[config.mk]
export PLATFORM = sky130hd
export DESIGN_NAME = cross_neighbor_marker_unit
export DESIGN_NICKNAME = d
export VERILOG_FILES = /design/src/design/cnm_pkg.sv /design/src/design/cnm_ctrl.sv /design/src/design/cnm_datapath.sv /design/src/design/cross_neighbor_marker_unit.sv
export SDC_FILE = /design/constraint.sdc
export NUM_CORES = 1
export LEC_CHECK = 0
export ABC_AREA = 1
export BUFFER_PORTS_ARGS = -buffer_cell sky130_fd_sc_hd__buf_4
export CAP_MARGIN = 30
export CORE_MARGIN = 2
export CORE_UTILIZATION = 53
export DETAILED_ROUTE_END_ITERATION = 8
export GPL_TIMING_DRIVEN = 0
export MAX_ROUTING_LAYER = met4
export PLACE_DENSITY = 0.72
export SYNTH_ARGS = -nofsm -noshare
export SYNTH_HDL_FRONTEND = slang
export SYNTH_SLANG_ARGS = --single-unit
[constraint.sdc]
create_clock -name clk_i -period 3.25 [get_ports clk_i]
set_input_delay 0.325 -clock clk_i [delete_from_list [all_inputs] [get_ports clk_i]]
set_output_delay 0.325 -clock clk_i [all_outputs]
set_load 0.1 [all_outputs]
[src/design/cnm_pkg.sv]
// shared types and constants for the cross neighbor marker
package cnm_pkg;

  // field widths and defaults
  localparam int MAX_SIDE_DEF = 32;
  localparam int SIDE_W       = 6;
  localparam int ROW_W        = 5;
  localparam int COL_W        = 5;
  localparam int CLASS_W      = 2;
  localparam logic [SIDE_W-1:0] SIDE_RESET = 6'd32;

  // cell class codes
  typedef enum logic [CLASS_W-1:0] {
    CLS_EMPTY   = 2'd0,
    CLS_BLOCKER = 2'd1,
    CLS_MARKED  = 2'd2
  } cnm_class_e;

  // controller states
  typedef enum logic [0:0] {
    ST_RUN   = 1'b0,
    ST_FLUSH = 1'b1
  } cnm_state_e;

  // controller to datapath commands
  typedef struct packed {
    logic cfg_write;
    logic accept;
    logic flush;
  } cnm_cmd_t;

  // datapath to controller status
  typedef struct packed {
    logic slot_free;
    logic row_end;
    logic last_row;
  } cnm_sts_t;

endpackage

[src/design/cnm_ctrl.sv]
// controller state machine: request acceptance and last row flush sequencing
module cnm_ctrl (
  input  logic               clk_i,
  input  logic               rst_ni,
  input  logic               in_valid_i,
  output logic               in_ready_o,
  input  logic               cfg_valid_i,
  output logic               cfg_ready_o,
  input  cnm_pkg::cnm_sts_t  sts_i,
  output cnm_pkg::cnm_cmd_t  cmd_o
);

  cnm_pkg::cnm_state_e state_q, state_d;

  // state register
  always_ff @(posedge clk_i or negedge rst_ni) begin
    if (!rst_ni) begin
      state_q <= cnm_pkg::ST_RUN;
    end else begin
      state_q <= state_d;
    end
  end

  // next state and commands
  always_comb begin
    state_d       = state_q;
    in_ready_o    = 1'b0;
    cfg_ready_o   = 1'b0;
    cmd_o         = '0;
    case (state_q)
      cnm_pkg::ST_RUN: begin
        cfg_ready_o = 1'b1;
        // a register write takes precedence over a cell request
        in_ready_o  = sts_i.slot_free && !cfg_valid_i;
        if (cfg_valid_i) begin
          cmd_o.cfg_write = 1'b1;
        end else if (in_valid_i && sts_i.slot_free) begin
          cmd_o.accept = 1'b1;
          if (sts_i.row_end && sts_i.last_row) begin
            state_d = cnm_pkg::ST_FLUSH;
          end
        end
      end
      cnm_pkg::ST_FLUSH: begin
        // one last row cell per free output slot
        if (sts_i.slot_free) begin
          cmd_o.flush = 1'b1;
          if (sts_i.row_end) begin
            state_d = cnm_pkg::ST_RUN;
          end
        end
      end
      default: begin
        state_d = cnm_pkg::ST_RUN;
      end
    endcase
  end

endmodule

[src/design/cnm_datapath.sv]
// datapath: row stores, position counters, classifier and output register
module cnm_datapath #(
  parameter int MaxSide = cnm_pkg::MAX_SIDE_DEF
) (
  input  logic                          clk_i,
  input  logic                          rst_ni,
  input  cnm_pkg::cnm_cmd_t             cmd_i,
  output cnm_pkg::cnm_sts_t             sts_o,
  input  logic                          is_marked_i,
  input  logic [cnm_pkg::SIDE_W-1:0]    cfg_grid_side_i,
  input  logic                          out_ready_i,
  output logic                          out_valid_o,
  output logic [cnm_pkg::CLASS_W-1:0]   cell_class_o,
  output logic [cnm_pkg::ROW_W-1:0]     cell_row_o,
  output logic [cnm_pkg::COL_W-1:0]     cell_col_o,
  output logic                          frame_end_o,
  output logic                          run_last_o
);

  localparam int SW = $clog2(MaxSide + 1);
  localparam int IW = (MaxSide > 1) ? $clog2(MaxSide) : 1;

  logic [cnm_pkg::SIDE_W-1:0] side_q;
  logic [MaxSide-1:0]         two_up_q, one_up_q, now_q, now_set;
  logic [SW-1:0]              row_q, col_q;
  logic [SW-1:0]              side_eff, side_m1, col_m1, col_p1, row_m1;
  logic                       out_valid_q;
  logic [cnm_pkg::CLASS_W-1:0] class_q;
  logic [cnm_pkg::ROW_W-1:0]  row_out_q;
  logic [cnm_pkg::COL_W-1:0]  col_out_q;
  logic                       frame_end_q, run_last_q;

  logic [MaxSide-1:0]         mid_row;
  logic                       up_bit, down_bit, left_bit, right_bit, self_bit;
  logic [IW-1:0]              idx;
  cnm_pkg::cnm_class_e        cls;
  logic                       row_end, last_row, load_out;

  // effective side: zero acts as one, clamp to the maximum
  always_comb begin
    if (side_q == '0) begin
      side_eff = SW'(1);
    end else if (int'(side_q) > MaxSide) begin
      side_eff = SW'(MaxSide);
    end else begin
      side_eff = SW'(side_q);
    end
  end

  assign side_m1  = side_eff - 1'b1;
  assign row_end  = (col_q == side_m1);
  assign last_row = (row_q == side_m1);
  assign col_m1   = col_q - 1'b1;
  assign col_p1   = col_q + 1'b1;
  assign row_m1   = row_q - 1'b1;
  assign idx      = col_q[IW-1:0];

  // incoming cell merged into the row being filled
  always_comb begin
    now_set      = now_q;
    now_set[idx] = now_q[idx] | is_marked_i;
  end

  // neighborhood select: above row during streaming, last row during flush
  always_comb begin
    if (cmd_i.flush) begin
      mid_row  = now_q;
      up_bit   = one_up_q[idx];
      down_bit = 1'b0;
    end else begin
      mid_row  = one_up_q;
      up_bit   = two_up_q[idx];
      down_bit = now_set[idx];
    end
    self_bit  = mid_row[idx];
    left_bit  = (col_q != '0) && mid_row[col_m1[IW-1:0]];
    right_bit = (col_p1 < side_eff) && mid_row[col_p1[IW-1:0]];
    if (self_bit) begin
      cls = cnm_pkg::CLS_MARKED;
    end else if (up_bit || down_bit || left_bit || right_bit) begin
      cls = cnm_pkg::CLS_BLOCKER;
    end else begin
      cls = cnm_pkg::CLS_EMPTY;
    end
  end

  assign load_out = (cmd_i.accept && (row_q != '0)) || cmd_i.flush;

  // frame state, counters and output valid
  always_ff @(posedge clk_i or negedge rst_ni) begin
    if (!rst_ni) begin
      side_q      <= cnm_pkg::SIDE_RESET;
      two_up_q    <= '0;
      one_up_q    <= '0;
      now_q       <= '0;
      row_q       <= '0;
      col_q       <= '0;
      out_valid_q <= 1'b0;
    end else begin
      if (load_out) begin
        out_valid_q <= 1'b1;
      end else if (out_ready_i) begin
        out_valid_q <= 1'b0;
      end
      if (cmd_i.cfg_write) begin
        side_q   <= cfg_grid_side_i;
        two_up_q <= '0;
        one_up_q <= '0;
        now_q    <= '0;
        row_q    <= '0;
        col_q    <= '0;
      end else if (cmd_i.accept) begin
        if (row_end && !last_row) begin
          two_up_q <= one_up_q;
          one_up_q <= now_set;
          now_q    <= '0;
          col_q    <= '0;
          row_q    <= row_q + 1'b1;
        end else if (row_end) begin
          // last cell of the frame: rewind column for the flush
          now_q <= now_set;
          col_q <= '0;
        end else begin
          now_q <= now_set;
          col_q <= col_p1;
        end
      end else if (cmd_i.flush) begin
        if (row_end) begin
          two_up_q <= '0;
          one_up_q <= '0;
          now_q    <= '0;
          row_q    <= '0;
          col_q    <= '0;
        end else begin
          col_q <= col_p1;
        end
      end
    end
  end

  // result payload
  always_ff @(posedge clk_i) begin
    if (load_out) begin
      class_q   <= cls;
      col_out_q <= cnm_pkg::COL_W'(col_q);
      if (cmd_i.flush) begin
        row_out_q   <= cnm_pkg::ROW_W'(row_q);
        frame_end_q <= row_end;
        run_last_q  <= row_end;
      end else begin
        row_out_q   <= cnm_pkg::ROW_W'(row_m1);
        frame_end_q <= 1'b0;
        run_last_q  <= !(row_end && last_row);
      end
    end
  end

  assign sts_o.slot_free = !out_valid_q || out_ready_i;
  assign sts_o.row_end   = row_end;
  assign sts_o.last_row  = last_row;

  assign out_valid_o  = out_valid_q;
  assign cell_class_o = class_q;
  assign cell_row_o   = row_out_q;
  assign cell_col_o   = col_out_q;
  assign frame_end_o  = frame_end_q;
  assign run_last_o   = run_last_q;

endmodule

[src/design/cross_neighbor_marker_unit.sv]
// top level of the cross neighbor marker: controller plus datapath
//
// Cells of a square grid arrive in raster order on the in channel, one
// is_marked bit per request. Each cell is classed as marked, blocker
// (empty with a marked cell up, down, left or right) or empty; cells off
// the grid count as empty. A cell's result leaves on the out channel in
// the cycle after the cell directly below it is accepted, so row 0 gives
// nothing until row 1 streams in. The final cell of a frame also starts a
// flush of the whole last row, one result per cycle while the receiver keeps
// up, one per column (grid_side, zero taken as one, values above MaxSide as
// MaxSide), during which no cell and no register write is taken.
// Outside the flush one cell is taken per cycle; the single output
// register lets a new request in whenever the held result leaves in the
// same cycle, so a stalled receiver stalls the in channel.
// The cfg channel writes grid_side and restarts the frame.
// After reset grid_side is 32 and all row stores and counters are clear.
module cross_neighbor_marker_unit #(
  parameter int MaxSide = cnm_pkg::MAX_SIDE_DEF
) (
  input  logic                          clk_i,
  input  logic                          rst_ni,
  input  logic                          in_valid_i,
  output logic                          in_ready_o,
  input  logic                          is_marked_i,
  input  logic                          cfg_valid_i,
  output logic                          cfg_ready_o,
  input  logic [cnm_pkg::SIDE_W-1:0]    cfg_grid_side_i,
  output logic                          out_valid_o,
  input  logic                          out_ready_i,
  output logic [cnm_pkg::CLASS_W-1:0]   cell_class_o,
  output logic [cnm_pkg::ROW_W-1:0]     cell_row_o,
  output logic [cnm_pkg::COL_W-1:0]     cell_col_o,
  output logic                          frame_end_o,
  output logic                          run_last_o
);

  cnm_pkg::cnm_cmd_t cmd;
  cnm_pkg::cnm_sts_t sts;

  // sequencing
  cnm_ctrl u_ctrl (
    .clk_i       (clk_i),
    .rst_ni      (rst_ni),
    .in_valid_i  (in_valid_i),
    .in_ready_o  (in_ready_o),
    .cfg_valid_i (cfg_valid_i),
    .cfg_ready_o (cfg_ready_o),
    .sts_i       (sts),
    .cmd_o       (cmd)
  );

  // storage and classification
  cnm_datapath #(
    .MaxSide (MaxSide)
  ) u_datapath (
    .clk_i           (clk_i),
    .rst_ni          (rst_ni),
    .cmd_i           (cmd),
    .sts_o           (sts),
    .is_marked_i     (is_marked_i),
    .cfg_grid_side_i (cfg_grid_side_i),
    .out_ready_i     (out_ready_i),
    .out_valid_o     (out_valid_o),
    .cell_class_o    (cell_class_o),
    .cell_row_o      (cell_row_o),
    .cell_col_o      (cell_col_o),
    .frame_end_o     (frame_end_o),
    .run_last_o      (run_last_o)
  );

endmodule

Word-level counts from Yosys, hierarchy flattened
Index checks and enable logic that the tools add are counted.
Storage, ports and cells
  word-level logic and storage cells: 116
  input bits: 12
  flip-flop bits (word level): 130
  output and inout bits: 17
Cells by class
  eq/ne operators: 3
  bitwise operators: 2
  muxes and demuxes: 62
  reductions and logical operators: 25
  $lt $le $gt $ge: 6
  $add $sub $neg: 5
Operators with widths (count)
  two-way mux 32 bit: 12
  two-way mux 6 bit: 12
  binary-select mux 1 bit (select 5 bit): 7
  bitwise mux 32 bit: 1
  two-way mux 1 bit: 26
  less-than comparator 5 x 6 -> 1 bit (second input constant): 3
  adder 6 x 1 -> 6 bit (second input constant): 2
  equality test 6 bit: 2
  nonzero test 6 bit: 2
  subtractor 5 x 1 -> 5 bit (second input constant): 2
  logical AND 1 bit: 8
  > comparator 6 bit (second input constant): 1
  logical NOT 6 bit: 1
  less-than comparator 6 bit: 1
  nonzero test 3 bit: 2
  subtractor 6 x 1 -> 6 bit (second input constant): 1
  demux 1 bit (select 5 bit): 1
  >= comparator 5 x 1 -> 1 bit (second input constant): 1
  logical OR 1 bit: 5
  two-way mux 5 bit: 1
  logical NOT 1 bit: 4
  != test 3 bit (second input constant): 1
  AND reduction 3 bit: 1
  two-way mux 2 bit: 1
  other kinds (5): 5

Longest topological paths before layout
Gate-level depths: netlist of run 1.
  depth in word-level cells: 12
  depth in mapped cells: 20
  gate-level depth less buffers: 18

By module
A second synthesis of run 1 with hierarchy kept.
Unflattened totals
  cell total of the unflattened synthesis: 1256
  area total of the unflattened synthesis: 8797.2 µm²
Modules (own cells, without submodules)
  cnm_datapath: area each 8710.9 µm², instances 1, cells an instance 1239
  cnm_ctrl: area each 86.3 µm², instances 1, cells an instance 17

Worst setup path after synthesis of run 1
OpenSTA, ideal clock, no wires.
  path type: register to output
  start point: register u_datapath.out_valid_q, in the netlist u_datapath.out_valid_o
  end point: output in_ready_o
  arrival time: 3.087 ns
  buffers on the path: 0
  slack: -0.162 ns
  data required time: 2.925 ns
  stages on the path, launching flop included: 4
  path through: dfrtp_1 > nand2_1 > inv_1 > nor3_1
Between the ends
  longest elaborated chain between the ends: 4
RTL lines
  start: declaration: RTL line cnm_datapath.sv:27  | logic out_valid_q;
  start signal: assignment: RTL line cnm_datapath.sv:98  | out_valid_q <= 1'b0;
  start signal: assignment: RTL line cnm_datapath.sv:101  | out_valid_q <= 1'b1;
  start signal: assignment: RTL line cnm_datapath.sv:103  | out_valid_q <= 1'b0;
  logical NOT 1 bit: RTL line cnm_datapath.sv:158  | assign sts_o.slot_free = !out_valid_q || out_ready_i;
  logical OR 1 bit: RTL line cnm_datapath.sv:158
  logical AND 1 bit: RTL line cnm_ctrl.sv:34  | in_ready_o = sts_i.slot_free && !cfg_valid_i;
  two-way mux 1 bit: RTL line cnm_ctrl.sv:30  | case (state_q)
  end: declaration: RTL line cross_neighbor_marker_unit.sv:23  | output logic in_ready_o,
Every way passes these cells.

Worst setup path in the final report of run 1
  start point: register u_datapath.col_q[0]
  end point: register u_datapath.class_q (netlist bit u_datapath.cell_class_o[0]) (data pin)
Between the ends
  longest elaborated chain between the ends: 12
  elaborated cells between the ends (all ways): 33
  those cells by class: 2 x add/sub; 3 x order compare; 20 x mux; 1 x bitwise; 7 x reduce/logical
RTL lines
  start: declaration: RTL line cnm_datapath.sv:25  | logic [SW-1:0] row_q, col_q;
  start signal: assignment: RTL line cnm_datapath.sv:125  | col_q <= col_p1;
  start signal: assignment: RTL line cnm_datapath.sv:135  | col_q <= col_p1;
  less-than comparator 5 x 6 -> 1 bit (implied by the code) / >= comparator 5 x 1 -> 1 bit (equally long branches): RTL line cnm_datapath.sv:61  | now_set[idx] = now_q[idx] | is_marked_i;
  logical AND 1 bit (implied by the code): RTL line cnm_datapath.sv:61
  two-way mux 1 bit (implied by the code): RTL line cnm_datapath.sv:61
  demux 1 bit (select 5 bit)
  bitwise mux 32 bit: RTL line cnm_datapath.sv:61
  binary-select mux 1 bit (select 5 bit): RTL line cnm_datapath.sv:73  | down_bit = now_set[idx];
  two-way mux 1 bit (implied by the code): RTL line cnm_datapath.sv:73
  two-way mux 1 bit: RTL line cnm_datapath.sv:66  | if (cmd_i.flush) begin
  logical OR 1 bit (3 in a row): RTL line cnm_datapath.sv:80  | end else if (up_bit || down_bit || left_bit || right_bit) begin
  two-way mux 1 bit: RTL line cnm_datapath.sv:80
  end signal: assignment: RTL line cnm_datapath.sv:144  | class_q <= cls;
  end: declaration: RTL line cnm_datapath.sv:28  | logic [cnm_pkg::CLASS_W-1:0] class_q;
Several ways; a longest one is shown, not always the timed one. The select of a mux whose other input is x is not followed.
A chain may end at the register's enable or synchronous reset.

==> metrics list, run 1 <==
* Run status: completed
- Number of standard cells after synthesis: 1395
- For this design the top-level I/O count stands at 29.
- TritonCTS built the clock tree.
- Counting flops with an async set or reset pin after synthesis yields a share of 0.892.
* Portion of the post-synthesis area used by sequential elements: 0.357
- The detailed router placed 10500 vias in this run.
- Synthesis produced a netlist with a net count of 1421.
- Entering global routing, the biggest net connects 80 pins.
- In this run the core area contains 48 standard-cell rows.
- Max-slew violations: 0
- Ys Warns: 0
- In this run the tool buffered the top-level ports with 28 buffer cells.
- Worst setup slack after placement: -1.47 ns
- Max-cap violations in this run came to 0.
- Clock latency on the worst-skew pair, taken at its later pin, is 0.45 ns.
- The region available for standard cell placement spans 17200 µm².
* DR WL/cell: 21.9 µm
* Normalized max-slew margin: 0.522
- Antenna violation net count after detailed routing: 0
* Drt pass-1 iters: 6
- Final standard cell count with taps included and fillers excluded: 1685
- Clock-pin slew was measured on the worst setup and hold paths at 0.06 ns.
* P_leak: 4.90 nW
- Layout cells sized above 1: 0.119
- Summing all multi-input logic gate instances after layout gives 5190 µm².
* Most used cell, CP: sky130_fd_sc_hd__inv_1
- Once layout is complete, the utilization of the core stands at 0.618.
- In the routed design, unresolved DRC markers number 0.
* Most frequent standard cell in the layout excluding fill and tap cells: sky130_fd_sc_hd__nand2_1
- The initial utilization of the core area, before any placement, comes to 0.540.
* Synth Register Bits: 130
- Critical path class: register to register
- The first routing iteration left 1352 violations.
- The initial antenna violation count came to 0.
- Syn Std Cell Area: 9300 µm²
- Final wirelength: 36900 µm
- The cell sitting at the root of the clock tree is a sky130_fd_sc_hd__clkbuf_16.
* Placed cell count: 1649
- Data on the critical path arrives at its endpoint at 3.49 ns.
- Routability-driven placement congestion ratio: 1.07
- The slowest stage of the critical path belongs to the cell sky130_fd_sc_hd__dfrtp_2.
- Path type of the worst min-delay path: input pin to register
- Adding up every negative setup slack in the final design gives 0 ns.
- Power after layout: 5.56 mW
- In this run the mean area of a mapped cell was 6.67 µm².
- The floorplan step set the die height to 136 µm.
- Primary flip-flop cell chosen by synthesis mapping: sky130_fd_sc_hd__dfrtp_1
- The first global-routing pass estimated 55300 µm of wire.
- Power spread over the standard cell area amounts to 522 nW/µm².
* Number of clock sinks: 130
- Across every metal layer, demand over resource in global routing totals 0.418.
* Final worst-path cycle share: 0.976
- The number of clock buffers added by TritonCTS is 17.
* Diode insertion count for antenna repair: 0
- The sequential cells in the finished layout cover a total of 3330 µm².
* WP buf/inv: 6
- Number of distinct library cells after synthesis: 44
* Crit path required time: 3.57 ns
* Maximum vdd drop: 0.390 mV
- Top library cells by usage in the layout, fill and taps aside: sky130_fd_sc_hd__nand2_1 (408), sky130_fd_sc_hd__o21ai_0 (156), sky130_fd_sc_hd__nand3_1 (145)
- Count of flip-flops with a built-in enable after synthesis: 14
* Element type at the critical path start: register
- Crit path max fanout: 10
- Dividing the detail-routed via count by the number of cells gives 6.21.
- The worst setup path is captured at a register.
- After the last flow step, the layout net total stands at 1473.
* Largest incremental delay on the critical path: 0.47 ns
- Layout Skew: 0.0143 ns
- Setup violations remaining at the end of the flow were counted as 0.
- Global routing finished with a remaining overflow of 0.
- The clock passes through at most 2 buffers.
- Area added between synthesis and finish: 14.5%
- CTS HTree Levels: 4
- Layout filler cell count: 1652
* Floorplan die area: 18600 µm²
* Number of global-route vias before repair: 9488
- Detailed placement ended at an HPWL of 26800 µm.
* Worst-Margin Slew: 0.715 ns
* Post-layout min period: 3.17 ns
* Hold Vio Cnt, Final: 0
* Chip Width: 136 µm
- Maximum clock rate: 315 MHz
- Family with the most delay on the worst path: buffers and inverters
- Setup repair after global routing could not meet its margin everywhere.
- Final Worst Setup Slack: 0.0776 ns
* Critical-path cell list: buf_4, clkbuf_2, clkbuf_4, nand3_1, xor2_2, inv_1, ha_1, o21a_1, o21a_1, o21ai_0, nand4_1, nand2_1, inv_1, nand3_1, nand2_1, inv_1
[flip-flops by register name, indices dropped and copies added, names as in the netlist]
name                     cells
u_datapath.now_q            32
u_datapath.row_q             6
u_datapath.cell_class_o      2
u_datapath.cell_col_o        5
u_datapath.run_last_o        1
u_datapath.col_q             6
u_datapath.out_valid_o       1
u_datapath.side_q            6
u_datapath.one_up_q         32
u_ctrl.state_q               1
u_datapath.two_up_q         32
u_datapath.cell_row_o        5
u_datapath.frame_end_o       1
[Yosys cell counts (8+ instances only)]
library cell               count  area (µm²)
sky130_fd_sc_hd__nand4_1      38         238
sky130_fd_sc_hd__buf_2        25         125
sky130_fd_sc_hd__inv_1        97         364
sky130_fd_sc_hd__ha_1         14         175
sky130_fd_sc_hd__nand3_1     145         726
sky130_fd_sc_hd__a21oi_1      28         140
sky130_fd_sc_hd__nor2_1      149         559
sky130_fd_sc_hd__nand3b_1     21         158
sky130_fd_sc_hd__nand2_1     410        1540
sky130_fd_sc_hd__o21ai_1      10        50.1
sky130_fd_sc_hd__edfxtp_1     14         420
sky130_fd_sc_hd__buf_1        11        41.3
sky130_fd_sc_hd__dfrtp_1     115        2880
sky130_fd_sc_hd__o22ai_1      11        68.8
sky130_fd_sc_hd__xor2_1       11        96.3
sky130_fd_sc_hd__o21ai_0     162         811
sky130_fd_sc_hd__buf_6         8        90.1
sky130_fd_sc_hd__clkbuf_1     44         165
sky130_fd_sc_hd__o211ai_1     24         180
[logic make-up (layout without fill, tap and decap cells)]
kind of cell	Yosys count	in the layout	share of synthesized area
AND/OR/NAND/NOR	784	784	0.362
AO/OA/AOI/OAI	253	253	0.151
buffers and inverters	197	262	0.0921
flip-flops	130	130	0.357
XOR/XNOR	15	15	0.0157
adder cells (fa/ha/maj)	14	14	0.0188
multiplexers	2	2	0.00229
[path summary, 6_finish.rpt]
kind	startpoint	end	slack (ns)	cells past startpoint
setup reg to reg	u_datapath.col_q[0]$_DFFE_PN0P_	u_datapath.cell_class_o[0]$_SDFFCE_PP0P_	0.08	16
max in group asynchronous	rst_ni	u_datapath.two_up_q[20]$_DFFE_PN0P_	2.15	3
hold / removal	cfg_grid_side_i[3]	u_datapath.side_q[3]$_DFFE_PN0P_	0.09	3
setup / recovery	u_datapath.col_q[0]$_DFFE_PN0P_	u_datapath.cell_class_o[0]$_SDFFCE_PP0P_	0.08	16
min in group asynchronous	rst_ni	u_datapath.col_q[0]$_DFFE_PN0P_	0.35	2
hold reg to reg	u_datapath.col_q[3]$_DFFE_PN0P_	u_datapath.cell_col_o[3]$_DFFE_PP_	0.46	0
[metal layers]
layer,GRT usage,wire length [µm],vias up
met5,-,0,-
met4,0.244,2200,0
met3,0.0764,3800,147
met2,0.615,16300,690
met1,0.538,14600,4906
li1,-,-,4726
[worst min-delay path, delay by kind of cell]
family | cells | cell delay [ns]
and+or+nand+nor | 2 | 0.11
buffers and inverters | 1 | 0.07
[power by group]
part	total, mW	switching (mW)	internal (mW)	leakage (nW)
combinational	1.77	1.24	0.537	2.88
clock	2.02	0.851	1.17	0.297
sequential	1.76	0.0542	1.71	1.72
[through the flow]
step                      hold slack [ns]  area, µm²
after global placement              0.423       9800
after floorplan                    0.0294       9310
final                              0.0905      10700
after detailed placement            0.256       9830
after global routing                0.106      10700
after CTS                          0.0871      10600
[what timing repair did]
| action | 4_1_cts | 5_1_grt |
|---|---|---|
| setup buffers | 3 | 2 |
| setup endpoints to repair | 53 | 118 |
| hold endpoints to repair | 37 | 0 |
| resized for setup | 42 | 41 |
| hold buffers | 1 | 0 |
| pin swaps | 0 | 3 |
[area by class of cell]
cell class	instances	share of cell area
Buffer	93	0.0515
Clock buffer	19	0.0446
Clock inverter	13	0.0128
Inverter	102	0.0372
Multi-Input combinational cell	1068	0.488
Sequential cell	130	0.313
Tap cell	225	0.0264
Timing Repair Buffer	35	0.0271
Power figures use the tool's default switching activity.
==> inputs of run 2 (changes only) <==
==> constraint.sdc (replaced) <==
create_clock -name clk_i -period 2.8 [get_ports clk_i]
set_input_delay 0.28 -clock clk_i [delete_from_list [all_inputs] [get_ports clk_i]]
set_output_delay 0.28 -clock clk_i [all_outputs]
set_load 0.1 [all_outputs]
==> run 2 against run 1 <==
  * The flow now finishes with violations (negative setup slack)
  * Clock power rose by 11%
  * Sequential share of layout area is 2.0 points lower
  * First-iteration DRC count hardly changed
  * Via count grew 1.5%
  * Power is 20% higher
==> metrics list, run 2 (synthesis gave the netlist of run 1 again) <==
- Max-cap check violation count: 0 (unchanged)
- Num ports: 29 (unchanged)
- Row cnt: 48 (unchanged)
- Power share of the clock group: 0.337 (was 0.363)
- Final worst-path cycle share: 1.04 (was 0.976)
- Critical path class: register to register (unchanged)
- Crit path max fanout: 5 (was 10)
- Top library cells by usage in the layout, fill and taps aside: sky130_fd_sc_hd__nand2_1 (385), sky130_fd_sc_hd__o21ai_0 (152), sky130_fd_sc_hd__nand3_1 (143) (was sky130_fd_sc_hd__nand2_1 (408), sky130_fd_sc_hd__o21ai_0 (156), sky130_fd_sc_hd__nand3_1 (145)).
* Top flop regs: u_datapath.now_q (32), u_datapath.one_up_q (32), u_datapath.two_up_q (32) (unchanged)
* Worst-skew pair later-pin latency: 0.44 ns (was 0.45 ns)
* Post-layout min period: 2.92 ns (was 3.17 ns)
- Crit path required time: 3.12 ns (was 3.57 ns)
- CTS HTree Levels: 4 (unchanged)
- Most frequent standard cell in the layout excluding fill and tap cells: sky130_fd_sc_hd__nand2_1 (unchanged)
- The final hold violation count was 0 (unchanged).
- Logic pwr share: 0.357 (was 0.319)
- The initial antenna violation count came to 0 (unchanged).
* Element type at the critical path start: register (unchanged)
- Drt first-iter violations: 1353 (was 1352)
* Clock Tree Buf Depth: 2 (unchanged)
- Floorplan die area: 18600 µm² (unchanged)
* Share of total power in sequential cells: 0.307 (was 0.317)
* Failing checks: negative setup slack
- The post-detailed-route wirelength per cell was 22.0 µm (was 21.9 µm).
- Normalized max-slew margin: 0.484 (was 0.522)
* Final Worst Setup Slack: -0.118 ns (was 0.0776 ns)
* Worst-Margin Slew: 0.775 ns (was 0.715 ns)
* Chip Width: 136 µm (unchanged)
- Number of global-route vias before repair: 9860 (was 9488)
* Maximum number of pins on one net before global-route repair: 85 (was 80)
- The wire length of the first global-routing pass is 57100 µm (was 55300 µm).
* Drc violations: 0 (unchanged)
- The detailed placer's ending HPWL was 26800 µm (about the same).
- Vias per cell: 6.18 (was 6.21)
- Path type of the worst min-delay path: input pin to register (unchanged)
* Max-slew violations: 0 (unchanged)
- The reported leakage power came to 5.20 nW (was 4.90 nW).
- The global-route usage over all layers came to 0.427 (was 0.418).
- The number of setup violations in the final report was 93 (was 0).
- Placed cell count: 1649 (unchanged)
- The areal power density over the cells is 585 nW/µm² (was 522 nW/µm²).
* Proportion of total power due to net switching: 0.386 (about the same)
- Final global-route overflow total: 0 (unchanged)
- The layout net count came to 1505 (was 1473).
* Layout cells sized above 1: 0.176 (was 0.119)
* Switching component of the power: 2.58 mW (was 2.14 mW)
* CTS Root Cell: sky130_fd_sc_hd__clkbuf_16 (unchanged)
* Number of clock sinks: 130 (unchanged)
* Drt pass-1 iters: 6 (unchanged)
- The clock tree from TritonCTS was yes (unchanged).
- The number of buffers created by CTS was 17 (unchanged).
- The count of nets left with antenna violations after detail routing is 0 (unchanged).
- Via count: 10600 (was 10500)
* Layout Skew: 0.00995 ns (was 0.0143 ns)
* Arrival time worst endpoint: 3.24 ns (was 3.49 ns)
- The post-route core utilization was 0.661 (was 0.618).
- Cell internal power dissipation: 4.09 mW (was 3.41 mW)
- The height of the die came to 136 µm (unchanged).
- Power after layout: 6.67 mW (was 5.56 mW)
- Crit path capture type: register (unchanged)
- The core box area came to 17200 µm² (unchanged).
* Final standard cell count with taps included and fillers excluded: 1718 (was 1685)
* Buffers on Ports: 28 (unchanged)
* Routability-driven placement congestion ratio: 1.03 (was 1.07)
* Run status: finished, violations left (was completed)
- The setup slack of the most critical reg-to-reg path was -0.12 ns (was 0.08 ns).
* Final wirelength: 37800 µm (was 36900 µm)
- The largest voltage drop on the vdd net came to 0.453 mV (was 0.390 mV).
- RSZ-0062 raised after global routing: yes (unchanged)
* Maximum clock rate: 343 MHz (was 315 MHz)
- Worst hold slack across all endpoints: 0.0655 ns (was 0.0905 ns)
* Area added between synthesis and finish: 22.5% (was 14.5%)
* Reg clk slew, reported paths: 0.06 ns (about the same)
- Post-Route Setup TNS: -7.42 ns (was 0 ns)
* Initial core utilization: 0.540 (unchanged)
## run 2: final cells by class
| type | count | area, µm² |
|---|---|---|
| inverters | 102 | 407 |
| fillers | 1526 | 5840 |
| multi-input cells | 1069 | 5440 |
| diodes | 1 | 2.50 |
| plain buffers | 92 | 777 |
| repair buffers | 67 | 581 |
| well taps | 225 | 282 |
| clock inverters | 14 | 139 |
| flip-flops and latches | 130 | 3330 |
| clock buffers | 18 | 439 |
## run 2: timing repair
action / in CTS / in global routing
gates cloned: 5 / 0
hold buffers: 1 / 0
buffers inserted: 23 / 10
setup endpoints to repair: 120 / 104
gates resized for setup: 135 / 89
hold endpoints to repair: 32 / 0
pin swaps: 10 / 9
## run 2: power by group through the flow
stage	registers, mW	logic [mW]	clock network [mW]
2_1_floorplan	2.16	1.22	0
3_3_place_gp	2.08	1.87	0
3_5_place_dp	2.08	1.88	0
4_1_cts	2.04	2.16	2.25
5_1_grt	2.05	2.55	2.33
6_report	2.05	2.38	2.25
## run 2: final timing paths
kind                                                      from                                  end  cells past startpoint
hold reg to reg            u_datapath.two_up_q[26]$_DFFE_PN0P_  u_datapath.two_up_q[26]$_DFFE_PN0P_                      2
max in group asynchronous                               rst_ni      u_datapath.now_q[2]$_DFFE_PN0P_                      3
min in group asynchronous                               rst_ni      u_datapath.now_q[9]$_DFFE_PN0P_                      2
setup reg to reg              u_datapath.side_q[3]$_DFFE_PN0P_  u_datapath.one_up_q[14]$_DFFE_PN0P_                     17
hold / removal                              cfg_grid_side_i[3]     u_datapath.side_q[3]$_DFFE_PN0P_                      3
setup / recovery              u_datapath.side_q[3]$_DFFE_PN0P_  u_datapath.one_up_q[14]$_DFFE_PN0P_                     17
## run 2: through the flow
stage	setup slack [ns]	instance area (µm²)
6_report	-0.118	11400
5_1_grt	-0.232	11400
4_1_cts	-0.0393	11100
3_5_place_dp	-1.33	9850
3_3_place_gp	-1.39	9820
2_1_floorplan	0.00751	9330
## run 2: worst max-delay path, stage by stage, from the launching register on
cell                       delay, ns
sky130_fd_sc_hd__dfrtp_1        0.39
sky130_fd_sc_hd__nor3_2         0.27
sky130_fd_sc_hd__nand4_1        0.17
sky130_fd_sc_hd__o21ai_2        0.15
sky130_fd_sc_hd__inv_2          0.09
sky130_fd_sc_hd__ha_4           0.20
sky130_fd_sc_hd__xor2_4         0.17
sky130_fd_sc_hd__inv_2          0.06
sky130_fd_sc_hd__nand2_2        0.07
sky130_fd_sc_hd__nand3_2        0.11
sky130_fd_sc_hd__nor2_4         0.11
sky130_fd_sc_hd__nand3b_4       0.13
sky130_fd_sc_hd__a31oi_4        0.31
sky130_fd_sc_hd__buf_6          0.21
sky130_fd_sc_hd__nand2_8        0.11
sky130_fd_sc_hd__buf_8          0.15
sky130_fd_sc_hd__nand2_1        0.05
sky130_fd_sc_hd__nand2_1        0.06
## run 2: layer usage
metal	vias up	wire [µm]	GRT usage
li1	4797	-	-
met1	4960	14600	0.547
met4	0	2410	0.236
met5	-	0	-
met3	152	4090	0.0943
met2	714	16700	0.625
